[src/design/pol_pkg.sv]
package pol_pkg;

  localparam int unsigned CAPACITY   = 16;
  localparam int unsigned DATA_WIDTH = 32;

  typedef enum logic [1:0] {
    MODE_INSERT   = 2'd0,
    MODE_DELETE   = 2'd1,
    MODE_CLEAR    = 2'd2,
    MODE_TRAVERSE = 2'd3
  } mode_e;

  typedef enum logic [1:0] {
    ST_OK    = 2'd0,
    ST_RANGE = 2'd1,
    ST_FULL  = 2'd2
  } status_e;

endpackage

[src/design/pol_ram.sv]
// Entry store: one write port, one read port, registered read data.
module pol_ram #(
  parameter int unsigned DEPTH = pol_pkg::CAPACITY,
  parameter int unsigned WIDTH = pol_pkg::DATA_WIDTH,
  localparam int unsigned AW   = (DEPTH > 1) ? $clog2(DEPTH) : 1
) (
  input  logic             clk_i,
  input  logic             we_i,
  input  logic [AW-1:0]    waddr_i,
  input  logic [WIDTH-1:0] wdata_i,
  input  logic             re_i,
  input  logic [AW-1:0]    raddr_i,
  output logic [WIDTH-1:0] rdata_o
);

  logic [WIDTH-1:0] mem [DEPTH];
  logic [WIDTH-1:0] rdata_q;

  always_ff @(posedge clk_i) begin
    if (we_i) begin
      mem[waddr_i] <= wdata_i;
    end
  end

  always_ff @(posedge clk_i) begin
    if (re_i) begin
      rdata_q <= mem[raddr_i];
    end
  end

  assign rdata_o = rdata_q;

endmodule

[src/design/positional_ordered_list.sv]
// Positional ordered list of up to CAPACITY values kept in a single-port-style
// entry memory (one write, one registered read per cycle). Each request carries
// a mode in tuser (insert, delete, clear, traverse), a one-based position and a
// value. Insert, delete and clear return one result with status, new length and
// empty flag; traverse streams every entry in order with tlast on the final one
// (an empty list gives a single result). Requests are handled one at a time and
// s_axis_tready is low while a request is being worked. Insert and delete move
// the entries behind the position one at a time, one read/write pair per entry
// under a small sequencer; clear only resets the length, and any stall on the
// result side holds the request. A bad position or a full list goes straight to
// the result. No clearing pass after reset: entries are undefined until written
// and only the first length are ever read.
module positional_ordered_list #(
  parameter int unsigned CAPACITY   = pol_pkg::CAPACITY,
  parameter int unsigned DATA_WIDTH = pol_pkg::DATA_WIDTH
) (
  input  logic        clk_i,
  input  logic        rst_ni,
  // request side
  input  logic        s_axis_tvalid,
  output logic        s_axis_tready,
  input  logic [39:0] s_axis_tdata,  // [4:0] position, [36:5] value, [39:37] zero
  input  logic [1:0]  s_axis_tuser,  // [1:0] mode
  // result side
  output logic        m_axis_tvalid,
  input  logic        m_axis_tready,
  output logic [39:0] m_axis_tdata,  // [31:0] element, [36:32] length, [39:37] zero
  output logic [2:0]  m_axis_tuser,  // [1:0] status, [2] is_empty
  output logic        m_axis_tlast   // last
);

  localparam int unsigned AW = (CAPACITY > 1) ? $clog2(CAPACITY) : 1;
  localparam int unsigned CW = $clog2(CAPACITY + 1);
  // common width for position/length compares
  localparam int unsigned PW = ((CW > 5) ? CW : 5) + 1;

  typedef enum logic [3:0] {
    S_IDLE,
    S_INS_CHK,
    S_INS_WR,
    S_DEL_RD,
    S_DEL_GET,
    S_DEL_CHK,
    S_DEL_WR,
    S_TRV_RD,
    S_TRV_OUT,
    S_RESP
  } state_e;

  state_e                  state_q;
  logic [CW-1:0]           count_q;
  logic [PW-1:0]           idx_q;    // running index of the shift / traverse
  logic [PW-1:0]           pos_q;
  logic [DATA_WIDTH-1:0]   val_q;
  pol_pkg::status_e        res_status_q;
  logic [31:0]             res_elem_q;

  logic                    m_valid_q;
  pol_pkg::status_e        m_status_q;
  logic [31:0]             m_elem_q;
  logic [4:0]              m_len_q;
  logic                    m_empty_q;
  logic                    m_last_q;

  // request unpacking
  pol_pkg::mode_e          in_mode;
  logic [PW-1:0]           in_pos;
  logic [31:0]             in_value;
  logic [PW-1:0]           cnt_ext;
  logic                    out_free;
  logic                    res_load;

  assign in_mode  = pol_pkg::mode_e'(s_axis_tuser[1:0]);
  assign in_pos   = PW'(s_axis_tdata[4:0]);
  assign in_value = s_axis_tdata[36:5];
  assign cnt_ext  = PW'(count_q);
  assign out_free = !m_valid_q || m_axis_tready;
  // result register takes a new result this cycle
  assign res_load = out_free && (state_q == S_TRV_OUT || state_q == S_RESP);

  assign s_axis_tready = (state_q == S_IDLE);

  // memory port control
  logic                    mem_we;
  logic [AW-1:0]           mem_waddr;
  logic [DATA_WIDTH-1:0]   mem_wdata;
  logic                    mem_re;
  logic [AW-1:0]           mem_raddr;
  logic [DATA_WIDTH-1:0]   mem_rdata;
  logic [PW-1:0]           pos_m1;
  logic [PW-1:0]           idx_m1;

  assign pos_m1 = pos_q - PW'(1);
  assign idx_m1 = idx_q - PW'(1);

  always_comb begin
    mem_we    = 1'b0;
    mem_waddr = AW'(idx_q);
    mem_wdata = mem_rdata;
    mem_re    = 1'b0;
    mem_raddr = AW'(idx_q);
    case (state_q)
      S_INS_CHK: begin
        if (idx_q == pos_m1) begin
          mem_we    = 1'b1;
          mem_waddr = AW'(pos_m1);
          mem_wdata = val_q;
        end else begin
          mem_re    = 1'b1;
          mem_raddr = AW'(idx_m1);
        end
      end
      S_INS_WR: begin
        mem_we = 1'b1;
      end
      S_DEL_RD: begin
        mem_re    = 1'b1;
        mem_raddr = AW'(pos_m1);
      end
      S_DEL_CHK: begin
        mem_re = (idx_q != cnt_ext);
      end
      S_DEL_WR: begin
        mem_we    = 1'b1;
        mem_waddr = AW'(idx_m1);
      end
      S_TRV_RD: begin
        mem_re = 1'b1;
      end
      default: begin
      end
    endcase
  end

  pol_ram #(
    .DEPTH (CAPACITY),
    .WIDTH (DATA_WIDTH)
  ) u_ram (
    .clk_i   (clk_i),
    .we_i    (mem_we),
    .waddr_i (mem_waddr),
    .wdata_i (mem_wdata),
    .re_i    (mem_re),
    .raddr_i (mem_raddr),
    .rdata_o (mem_rdata)
  );

  // sequencer and result register
  always_ff @(posedge clk_i or negedge rst_ni) begin
    if (!rst_ni) begin
      state_q      <= S_IDLE;
      count_q      <= '0;
      m_valid_q    <= 1'b0;
      idx_q        <= '0;
      pos_q        <= '0;
      val_q        <= '0;
      res_status_q <= pol_pkg::ST_OK;
      res_elem_q   <= '0;
      m_status_q   <= pol_pkg::ST_OK;
      m_elem_q     <= '0;
      m_len_q      <= '0;
      m_empty_q    <= 1'b1;
      m_last_q     <= 1'b0;
    end else begin
      if (res_load) begin
        m_valid_q <= 1'b1;
      end else if (m_valid_q && m_axis_tready) begin
        m_valid_q <= 1'b0;
      end
      case (state_q)
        S_IDLE: begin
          if (s_axis_tvalid) begin
            pos_q      <= in_pos;
            val_q      <= DATA_WIDTH'($unsigned(in_value));
            res_elem_q <= '0;
            case (in_mode)
              pol_pkg::MODE_INSERT: begin
                if (in_pos == '0 || in_pos > cnt_ext + PW'(1)) begin
                  res_status_q <= pol_pkg::ST_RANGE;
                  state_q      <= S_RESP;
                end else if (cnt_ext == PW'(CAPACITY)) begin
                  res_status_q <= pol_pkg::ST_FULL;
                  state_q      <= S_RESP;
                end else begin
                  res_status_q <= pol_pkg::ST_OK;
                  idx_q        <= cnt_ext;
                  state_q      <= S_INS_CHK;
                end
              end
              pol_pkg::MODE_DELETE: begin
                if (in_pos == '0 || in_pos > cnt_ext) begin
                  res_status_q <= pol_pkg::ST_RANGE;
                  state_q      <= S_RESP;
                end else begin
                  res_status_q <= pol_pkg::ST_OK;
                  state_q      <= S_DEL_RD;
                end
              end
              pol_pkg::MODE_CLEAR: begin
                count_q      <= '0;
                res_status_q <= pol_pkg::ST_OK;
                state_q      <= S_RESP;
              end
              default: begin
                res_status_q <= pol_pkg::ST_OK;
                idx_q        <= '0;
                state_q      <= (count_q == '0) ? S_RESP : S_TRV_RD;
              end
            endcase
          end
        end
        S_INS_CHK: begin
          if (idx_q == pos_m1) begin
            count_q <= count_q + CW'(1);
            state_q <= S_RESP;
          end else begin
            state_q <= S_INS_WR;
          end
        end
        S_INS_WR: begin
          idx_q   <= idx_m1;
          state_q <= S_INS_CHK;
        end
        S_DEL_RD: begin
          state_q <= S_DEL_GET;
        end
        S_DEL_GET: begin
          res_elem_q <= 32'(mem_rdata);
          idx_q      <= pos_q;
          state_q    <= S_DEL_CHK;
        end
        S_DEL_CHK: begin
          if (idx_q == cnt_ext) begin
            count_q <= count_q - CW'(1);
            state_q <= S_RESP;
          end else begin
            state_q <= S_DEL_WR;
          end
        end
        S_DEL_WR: begin
          idx_q   <= idx_q + PW'(1);
          state_q <= S_DEL_CHK;
        end
        S_TRV_RD: begin
          state_q <= S_TRV_OUT;
        end
        S_TRV_OUT: begin
          if (out_free) begin
            m_status_q <= pol_pkg::ST_OK;
            m_elem_q   <= 32'(mem_rdata);
            m_len_q    <= 5'(count_q);
            m_empty_q  <= 1'b0;
            m_last_q   <= (idx_q + PW'(1) == cnt_ext);
            if (idx_q + PW'(1) == cnt_ext) begin
              state_q <= S_IDLE;
            end else begin
              idx_q   <= idx_q + PW'(1);
              state_q <= S_TRV_RD;
            end
          end
        end
        S_RESP: begin
          if (out_free) begin
            m_status_q <= res_status_q;
            m_elem_q   <= res_elem_q;
            m_len_q    <= 5'(count_q);
            m_empty_q  <= (count_q == '0);
            m_last_q   <= 1'b1;
            state_q    <= S_IDLE;
          end
        end
        default: begin
          state_q <= S_IDLE;
        end
      endcase
    end
  end

  assign m_axis_tvalid = m_valid_q;
  assign m_axis_tdata  = {3'b000, m_len_q, m_elem_q};
  assign m_axis_tuser  = {m_empty_q, m_status_q};
  assign m_axis_tlast  = m_last_q;

`ifndef SYNTHESIS
  a_count_bound : assert property (@(posedge clk_i) disable iff (!rst_ni)
    PW'(count_q) <= PW'(CAPACITY))
    else $error("list length above capacity");

  a_write_in_list : assert property (@(posedge clk_i) disable iff (!rst_ni)
    mem_we |-> PW'(mem_waddr) <= cnt_ext)
    else $error("entry write beyond end of list");

  a_error_is_last : assert property (@(posedge clk_i) disable iff (!rst_ni)
    m_axis_tvalid && (m_axis_tuser[1:0] != pol_pkg::ST_OK) |-> m_axis_tlast)
    else $error("error result not marked last");

  a_empty_len : assert property (@(posedge clk_i) disable iff (!rst_ni)
    m_axis_tvalid && m_axis_tuser[2] |-> m_axis_tdata[36:32] == 5'd0)
    else $error("empty flag with non-zero length");
`endif

endmodule
[config.mk]
export PLATFORM = sky130hd
export DESIGN_NAME = positional_ordered_list
export DESIGN_NICKNAME = d
export VERILOG_FILES = /design/src/design/pol_pkg.sv /design/src/design/pol_ram.sv /design/src/design/positional_ordered_list.sv
export SDC_FILE = /design/constraint.sdc
export NUM_CORES = 1
export LEC_CHECK = 0
export CAP_MARGIN = 0
export CORE_AREA = 2 2 249 251
export CTS_BUF_LIST = sky130_fd_sc_hd__clkbuf_4 sky130_fd_sc_hd__clkbuf_8
export DETAILED_ROUTE_END_ITERATION = 12
export DIE_AREA = 0 0 251 253
export DONT_BUFFER_PORTS = 1
export SYNTH_ARGS = -nofsm -noshare
export SYNTH_HDL_FRONTEND = slang
export SYNTH_SLANG_ARGS = --single-unit
[constraint.sdc]
create_clock -name clk_i -period 8.9 [get_ports clk_i]
set_input_delay 0.89 -clock clk_i [delete_from_list [all_inputs] [get_ports clk_i]]
set_output_delay 0.89 -clock clk_i [all_outputs]
set_load 0.02 [all_outputs]
# Word level (Yosys, flattened, before mapping)
# Memories as Yosys holds them, arrays and structs flattened. A register that Yosys moved wholly into a read port is not among the register bits.
# Cells that the tools add are included.
# totals
reg_bits	128
ramBits	512
inputBits	46
output_inout_bits	46
elab_cells	132
memories	1
# op_classes
n_addsub	6
n_lt_le_gt_ge	2
n_eq_ne	26
mux	56
n_reduce_logical	28
# memory_table
name	depth	width	read_ports	rd_clocked_by_memory_dff	wr	line	text
u_ram.mem	16	32	1	1	1	pol_ram.sv:16	logic [WIDTH-1:0] mem [DEPTH];
# ops
operator	n
32-bit 2-to-1 mux	5
32-bit case mux with 2 select lines	2
4-bit 2-to-1 mux	11
4-bit case mux with 9 select lines	1
6-bit 2-to-1 mux	5
6-bit case mux with 5 select lines	1
5-bit 2-to-1 mux	4
4-bit by 3-bit equality test with 1-bit output (second input constant)	4
4-bit case mux with 2 select lines	2
5-bit case mux with 3 select lines	1
2-bit inequality test (second input constant)	7
6-bit by 5-bit equality test with 1-bit output	2
4-bit case mux with 3 select lines	1
6-bit case mux with 2 select lines	1
1-bit 2-to-1 mux	11
2-bit OR reduction	5
4-bit by 2-bit equality test with 1-bit output (second input constant)	2
4-bit equality test (second input constant)	2
2-bit 2-to-1 mux	4
2-bit case mux with 2 select lines	2
7-bit AND reduction	1
5-bit by 1-bit adder with 6-bit output (second input constant)	1
6-bit by 1-bit adder with 6-bit output (second input constant)	1
6-bit equality test	1
other kinds (29)	41

# Logic depth before layout (Yosys ltp)
# Gate-level depths: netlist of the first run.
# logic_depth
ltp_word	7
depth_mapped	14
depth_no_buf	13

# Modules after synthesis
# From an unflattened synthesis of the first run, not the netlist that was laid out.
# hier_totals
hier_cells	1713
area_unflattened_um2	27358.7
# modules_own_cells
mod	instances	cells_each	area_per_inst_um2	seq_area_each_um2
pol_ram	1	838	20155.6	16335.7
positional_ordered_list	1	875	7203.2	3204.3

# Worst setup path after synthesis of the first run
# Ideal clock, no wire load.
# synth_timing
kind	reg2reg
startpoint	reg pos_q[2]
endpoint	mem u_ram.mem[7][0] (netlist bit), enable pin
setup_ns	0.421
arrival_time_ns	3.611
required_ns	8.479
slack_ns	4.868
stages_incl_launch_ff	11
n_path_buf	1
synth_period_minus_slack_ns	4.032
path_cell_list	dfrtp_1 > clkbuf_1 > or4_4 > o21ai_2 > nand4_2 > nor2_1 > nand2_1 > o21a_1 > nor3_1 > a31oi_1 > nor2_1
# synth_via
elab_chain_cells	6
elab_cells_between_ends	8
classes_between	1 x add/sub; 1 x eq/ne; 6 x mux
# synth_rtl
item	line	text
from (decl)	positional_ordered_list.sv:53	logic [PW-1:0] pos_q;
from (signal assigned)	positional_ordered_list.sv:173	pos_q <= in_pos;
5-bit by 1-bit subtractor with 6-bit output (*)	positional_ordered_list.sv:93	assign pos_m1 = pos_q - PW'(1);
6-bit equality test	positional_ordered_list.sv:104	if (idx_q == pos_m1) begin
1-bit 2-to-1 mux	positional_ordered_list.sv:104	
1-bit case mux with 2 select lines	positional_ordered_list.sv:102	case (state_q)
1-bit 2-to-1 mux	pol_ram.sv:20	if (we_i) begin
1-bit 2-to-1 mux (implied by the code)	pol_ram.sv:21	mem[waddr_i] <= wdata_i;
to (decl)	pol_ram.sv:16	
# Every way passes the cells marked *; elsewhere a longest branch is shown, timed or not.

# Worst setup path in the final report of the first run
# layout_timing
startpoint	reg pos_q[0]
endpoint	mem u_ram.mem[8][3] (netlist bit), enable pin
# Same word-level chain as after synthesis.

==> impl_metrics.env, run 1 <==
export IMPL_crit_end="u_ram.mem[8][3]$_DFFE_PP_"
export IMPL_viasPerCell=5.751
export IMPL_hp_class="input port to async pin"
export IMPL_start_util=0.4550
export IMPL_wl_met3_um=4714
export IMPL_synth_most_common_cell="edfxtp_1"
export IMPL_reg2reg_depth=11
export IMPL_ios=92
export IMPL_wl_met2_um=32020
export IMPL_slew_violations=0
export IMPL_synthTopCellsByArea="edfxtp_1 (59%), dfrtp_1 (11%), nand2_1 (5.3%)"
export IMPL_setup_tns_ns=0
export IMPL_grt_pass1_wl_um=100300
export IMPL_skew_ns=0.02912
export IMPL_post_drt_wl_per_cell_um=22.93
export IMPL_yosysTopAreaCell="edfxtp_1"
export IMPL_p_leak_nw=11.02
export IMPL_drtIter0Drc=1617
export IMPL_dp_cells=2731
export IMPL_critPathLaunchType="flip-flop"
export IMPL_dieArea_um2=63500
export IMPL_fp_dieW_um=251
export IMPL_worst_path_max_fanout=35
export IMPL_fin_nets=2117
export IMPL_reg2reg_slack_ns=4.22
export IMPL_r2r_end="u_ram.mem[8][3]$_DFFE_PP_"
export IMPL_clockBufferDepth=3
export IMPL_route_antenna_remaining_nets=0
export IMPL_dieHeight_um=253
export IMPL_finalSetupViolCount=0
export IMPL_tritoncts="done"
export IMPL_syn_to_final_growth_pct=11.04
export IMPL_h_tree_depth=3
export IMPL_synth_distinct_cells=61
export IMPL_dpl_hpwl_um=35680
export IMPL_path_clk_slew_ns=0.06
export IMPL_met1_length_um=29100
export IMPL_synth_edff_count=544
export IMPL_period_needed_ns=4.684
export IMPL_clkLatencyLatePin_ns=0.69
export IMPL_clockRootBuffer="clkbuf_8"
export IMPL_synth_common_cells="edfxtp_1 (544), nand2_1 (393), nand3_1 (141)"
export IMPL_core_um2=61030
export IMPL_cap_violations=0
export IMPL_io_buffers=0
export IMPL_drive_above_1_share=0.1526
export IMPL_ys_warn_count=0
export IMPL_layoutNonFillerInstCount=2927
export IMPL_async_flop_share=0.1905
export IMPL_slew_headroom=0.1771
export IMPL_syn_avg_cell_area_um2=13.62
export IMPL_gr_total_overflow=0
export IMPL_drc=0
export IMPL_startpoint="pos_q[0]$_DFFE_PN0P_"
export IMPL_rsz0062_at_grt="false"
export IMPL_yosys_area_top_type_share=0.5883
export IMPL_arrival_ns=5.01
export IMPL_fin_crit_sh=0.5263
export IMPL_syn_area_um2=27770
export IMPL_grt_pass1_vias=16210
export IMPL_routed_wl_um=67120
export IMPL_worst_slew_pin_slew_ns=1.221
export IMPL_synth_seq_cells=672
export IMPL_rows=91
export IMPL_grt_antenna_before_repair=5
export IMPL_status="completed"
export IMPL_worstPathRequired_ns=9.22
export IMPL_synth_flop_cell="edfxtp_1"
export IMPL_vias=16830
export IMPL_finalPower_w=0.01188
export IMPL_synthCells=2039
export IMPL_grt_usage=0.2098
export IMPL_synth_seq_area_share=0.7038
export IMPL_worstReg2RegStart="pos_q[0]$_DFFE_PN0P_"
export IMPL_grt_max_degree=177
export IMPL_hold_viol=0
export IMPL_post_cts_resized=0
export IMPL_power_density_nw_per_um2=385.2
export IMPL_cts_num_sinks=672
export IMPL_top_layer="met5"
export IMPL_fmax_mhz=213.5
export IMPL_cp_end_kind="flip-flop"
export IMPL_cts_buffers=104
export IMPL_diodes=0
export IMPL_peakVddDrop_v=0.0002789
export IMPL_gp_congestion=0.8441
export IMPL_path_class="flip-flop to flip-flop"
export IMPL_first_pass_iters=5
worst max-delay path, cell delays in order (launching register included):
cell and delay (ns):
dfrtp_1 0.49, or4_4 0.57, or3_1 0.34, nand4_2 0.19
nor2_1 0.15, nand2_2 0.08, buf_4 0.60, nor2_1 0.16
a211oi_1 0.37, nand2b_1 0.33, nor2_4 0.46, buf_4 0.55
registers in the layout, indices dropped and copies added (netlist names):
name	count
u_ram.mem	512
m_elem_q	32
res_elem_q	32
u_ram.rdata_o	32
val_q	32
idx_q	6
count_q	5
m_len_q	5
pos_q	5
state_q	4
m_status_q	2
res_status_q	2
m_axis_tlast	1
m_axis_tvalid	1
m_empty_q	1
cell type report:
class,count,area [um^2]
Clock inverter,29,175.2
Clock buffer,166,1978
Multi-Input combinational cell,1213,7774
Tap cell,790,988.4
Timing Repair Buffer,34,287.8
Fill cell,5195,30200
Inverter,23,86.33
Sequential cell,672,19540
where the power goes:
| group | leakage, nW | switching [W] | internal, W |
|---|---|---|---|
| Sequential | 6.55 | 0.000467 | 0.00434 |
| Combinational | 3.30 | 0.00300 | 0.00146 |
| Clock | 1.16 | 0.00117 | 0.00144 |
| Total | 11.0 | 0.00463 | 0.00724 |
worst min path at each step:
stage / start / to / slack [ns]
2_1_floorplan: res_status_q[1]$_DFFE_PN0P_ / res_status_q[1]$_DFFE_PN0P_ / 0.45
3_3_place_gp: res_status_q[0]$_DFFE_PN0P_ / res_status_q[0]$_DFFE_PN0P_ / 0.47
3_5_place_dp: res_status_q[0]$_DFFE_PN0P_ / res_status_q[0]$_DFFE_PN0P_ / 0.48
4_1_cts: rst_ni / m_empty_q$_DFFE_PN1P_ / 0.002
5_1_grt: rst_ni / m_empty_q$_DFFE_PN1P_ / 0.009
6_report: rst_ni / m_empty_q$_DFFE_PN1P_ / 0.05
logic make-up (layout without fill, tap and decap cells):
group / count (synthesis) / in the layout / synth area share
AOI/OAI and AO/OA: 361 / 361 / 0.09301
xor gates and xnor gates: 28 / 28 / 0.008833
adders and majority gates: 23 / 23 / 0.01063
buffers and inverters: 156 / 252 / 0.02411
DFF: 672 / 672 / 0.7038
muxes: 169 / 169 / 0.06408
other: 1 / 3 / 0.0001351
and+or+nand+nor: 629 / 629 / 0.09544
layout by cell type, fill, tap and decap left out, drive strengths merged, types with 33 or more instances in the layout:
cell    count
nand2     393
a31oi      41
buf        34
nand3     141
clkbuf    166
edfxtp    544
dfrtp     127
a221o      64
nor2       51
a22o       33
a21oi      84
o21ai      59
mux2i      99
mux2       70
metal layers:
layer	vias to the layer above	global-route usage
met5	-	0
met1	8461	0.2878
met4	8	0.06344
met2	579	0.3368
met3	101	0.04533
li1	7684	-
stage by stage:
step	utilization	hold slack, ns	area (um^2)	setup WS, ns
final	0.5052	0.05243	30830	4.216
after global routing	0.5052	0.009309	30830	4.033
after CTS	0.5052	0.002195	30830	4.259
after detailed placement	0.4695	0.4757	28650	4.280
after global placement	0.4695	0.4694	28650	4.367
after floorplan	-	0.4489	27770	4.868
repair_timing:
item                       4_1_cts  5_1_grt
hold buffers                     1        0
buffers inserted                 0        0
setup endpoints to repair        0        0
hold endpoints to repair       127        0
(Power assumes the default switching activity.)
==> run 2: changes to the inputs <==
==> constraint.sdc (replaced) <==
create_clock -name clk_i -period 3.85 [get_ports clk_i]
set_input_delay 0.385 -clock clk_i [delete_from_list [all_inputs] [get_ports clk_i]]
set_output_delay 0.385 -clock clk_i [all_outputs]
set_load 0.02 [all_outputs]
==> impl_metrics.env, run 2 (synthesis results as in run 1) <==
export IMPL_clkLatencyLatePin_ns=0.71
export IMPL_seq_area_um2=19540
export IMPL_fin_nets=2197
export IMPL_grt_pass1_vias=17120
export IMPL_cpMaxStageDelayCell="a31oi_1"
export IMPL_clockRootBuffer="clkbuf_8"
export IMPL_ios=92
export IMPL_io_buffers=0
export IMPL_hold_viol=0
export IMPL_final_common_cell="edfxtp_1"
export IMPL_path_class="flip-flop to flip-flop"
export IMPL_dieArea_um2=63500
export IMPL_p_leak_nw=11.49
export IMPL_final_cell_mix="edfxtp_1 (544), nand2_1 (390), nand3_1 (140)"
export IMPL_grt_antenna_before_repair=2
export IMPL_tritoncts="done"
export IMPL_h_tree_depth=3
export IMPL_grt_pass1_wl_um=103500
export IMPL_cts_buffers=105
export IMPL_drive_above_1_share=0.1671
export IMPL_post_drt_wl_per_cell_um=22.49
export IMPL_core_um2=61030
export IMPL_route_antenna_remaining_nets=0
export IMPL_worstHoldStart="s_axis_tdata[2]"
export IMPL_critPathLaunchType="flip-flop"
export IMPL_dpl_hpwl_um=38460
export IMPL_gr_total_overflow=0
export IMPL_slew_headroom=0.2474
export IMPL_syn_to_final_growth_pct=14.77
export IMPL_first_pass_iters=7
export IMPL_routed_wl_um=67710
export IMPL_power_density_nw_per_um2=883.7
export IMPL_nFillCells=5084
export IMPL_fp_dieW_um=251
export IMPL_path_cells="or4_4, or3_1, nand4_2, nor2_1, nand2_2, o21a_1, nor3_1, a31oi_1, nor2_4, buf_4"
export IMPL_setup_ws_ns=0.3055
export IMPL_r2r_end="u_ram.mem[7][5]$_DFFE_PP_"
export IMPL_skew_ns=0.02719
export IMPL_rows=91
export IMPL_worstReg2RegStart="pos_q[0]$_DFFE_PN0P_"
export IMPL_largest_register="u_ram.mem"
export IMPL_arrival_ns=3.96
export IMPL_multi_input_area_um2=7774
export IMPL_gp_congestion=0.8642
export IMPL_clockBufferDepth=3
export IMPL_vias=17070
export IMPL_grt_usage=0.2145
export IMPL_dpl_worst_slack_ns=0.3760
export IMPL_viasPerCell=5.668
export IMPL_fmax_mhz=282.1
export IMPL_worstPathRequired_ns=4.26
export IMPL_cts_num_sinks=672
export IMPL_drc=0
export IMPL_drtIter0Drc=1264
export IMPL_hold_path_endpoint="res_status_q[1]$_DFFE_PN0P_"
export IMPL_finalSetupViolCount=0
export IMPL_hold_depth=3
export IMPL_worst_slew_pin_slew_ns=1.124
export IMPL_reg2reg_depth=10
export IMPL_path_clk_slew_ns=0.06
export IMPL_cap_violations=0
export IMPL_hold_slack_ns=0.07622
export IMPL_post_cts_buffers=0
export IMPL_rsz0062_at_grt="false"
export IMPL_status="completed"
export IMPL_fin_crit_sh=0.9206
export IMPL_worst_path_max_fanout=17
export IMPL_slew_violations=0
export IMPL_hp_class="input port to flip-flop"
export IMPL_largest_register_ffs=512
export IMPL_peakVddDrop_v=0.0005576
export IMPL_start_util=0.4550
export IMPL_reg2reg_slack_ns=0.31
export IMPL_grt_max_degree=129
export IMPL_critPathMaxStageDelay_ns=0.84
export IMPL_period_needed_ns=3.544
export IMPL_cp_end_kind="flip-flop"
export IMPL_dieHeight_um=253
## run 2: what timing repair did
item | in CTS | in global routing
resized for setup | 0 | 0
endpoints found under the hold margin | 167 | 0
hold buffers | 41 | 0
## run 2: worst max path at each step
| stage | start | slack (ns) | end | depth (start not counted) |
|---|---|---|---|---|
| after CTS | pos_q[0]$_DFFE_PN0P_ | 0.35 | u_ram.rdata_o[21]$_DFFE_PP_ | 10 |
| after global routing | pos_q[0]$_DFFE_PN0P_ | 0.07 | u_ram.mem[6][15]$_DFFE_PP_ | 12 |
| after detailed placement | pos_q[0]$_DFFE_PN0P_ | 0.38 | u_ram.rdata_o[21]$_DFFE_PP_ | 10 |
| final | pos_q[0]$_DFFE_PN0P_ | 0.31 | u_ram.mem[7][5]$_DFFE_PP_ | 10 |
| after global placement | pos_q[0]$_DFFE_PN0P_ | 0.45 | u_ram.mem[7][5]$_DFFE_PP_ | 10 |
| after floorplan | pos_q[2]$_DFFE_PN0P_ | -0.18 | u_ram.mem[7][0]$_DFFE_PP_ | 10 |
## run 2: power breakdown
part	switching (W)	internal [W]
combinational	0.00710	0.00389
clock	0.00273	0.00338
sequential	0.00104	0.0100
## run 2: worst max-delay path, delay by kind of cell (launching register included)
kind	cells	cell delay (ns)
flip-flops	1	0.47
buffers and inverters	1	0.27
AND/OR/NAND/NOR	7	1.47
AO/OA/AOI/OAI	2	1.03
## run 2: area by class of cell
type                    instances  area share
flip-flops and latches        672      0.6132
clock buffers                 173     0.06451
diodes                          1  0.00007853
clock inverters                26    0.004319
well taps                     790     0.03102
repair buffers                113     0.04021
inverters                      23    0.002709
multi-input cells            1213      0.2439
## run 2: stage by stage
| step | util | cells | TNS (ns) | total power [W] | instance area (um^2) |
|---|---|---|---|---|---|
| final | 0.5222 | 3011 | 0 | 0.02816 | 31870 |
| after global routing | 0.5222 | 3011 | 0 | 0.02986 | 31870 |
| after CTS | 0.5221 | 3010 | 0 | 0.02838 | 31860 |
| after detailed placement | 0.4792 | 2770 | 0 | 0.02214 | 29240 |
| after global placement | 0.4792 | 2770 | 0 | 0.02186 | 29240 |
| after floorplan | - | 2041 | -57.48 | 0.01841 | 27790 |
## run 2: metal layers
layer	up-vias	routed length [um]	part of all wire	global-route usage
met4	0	1434	0.021	0.07126
met1	8583	30110	0.44	0.2991
met3	97	3904	0.058	0.03392
met2	527	32260	0.48	0.3452
li1	7858	-	-	-
met5	-	0	0	0
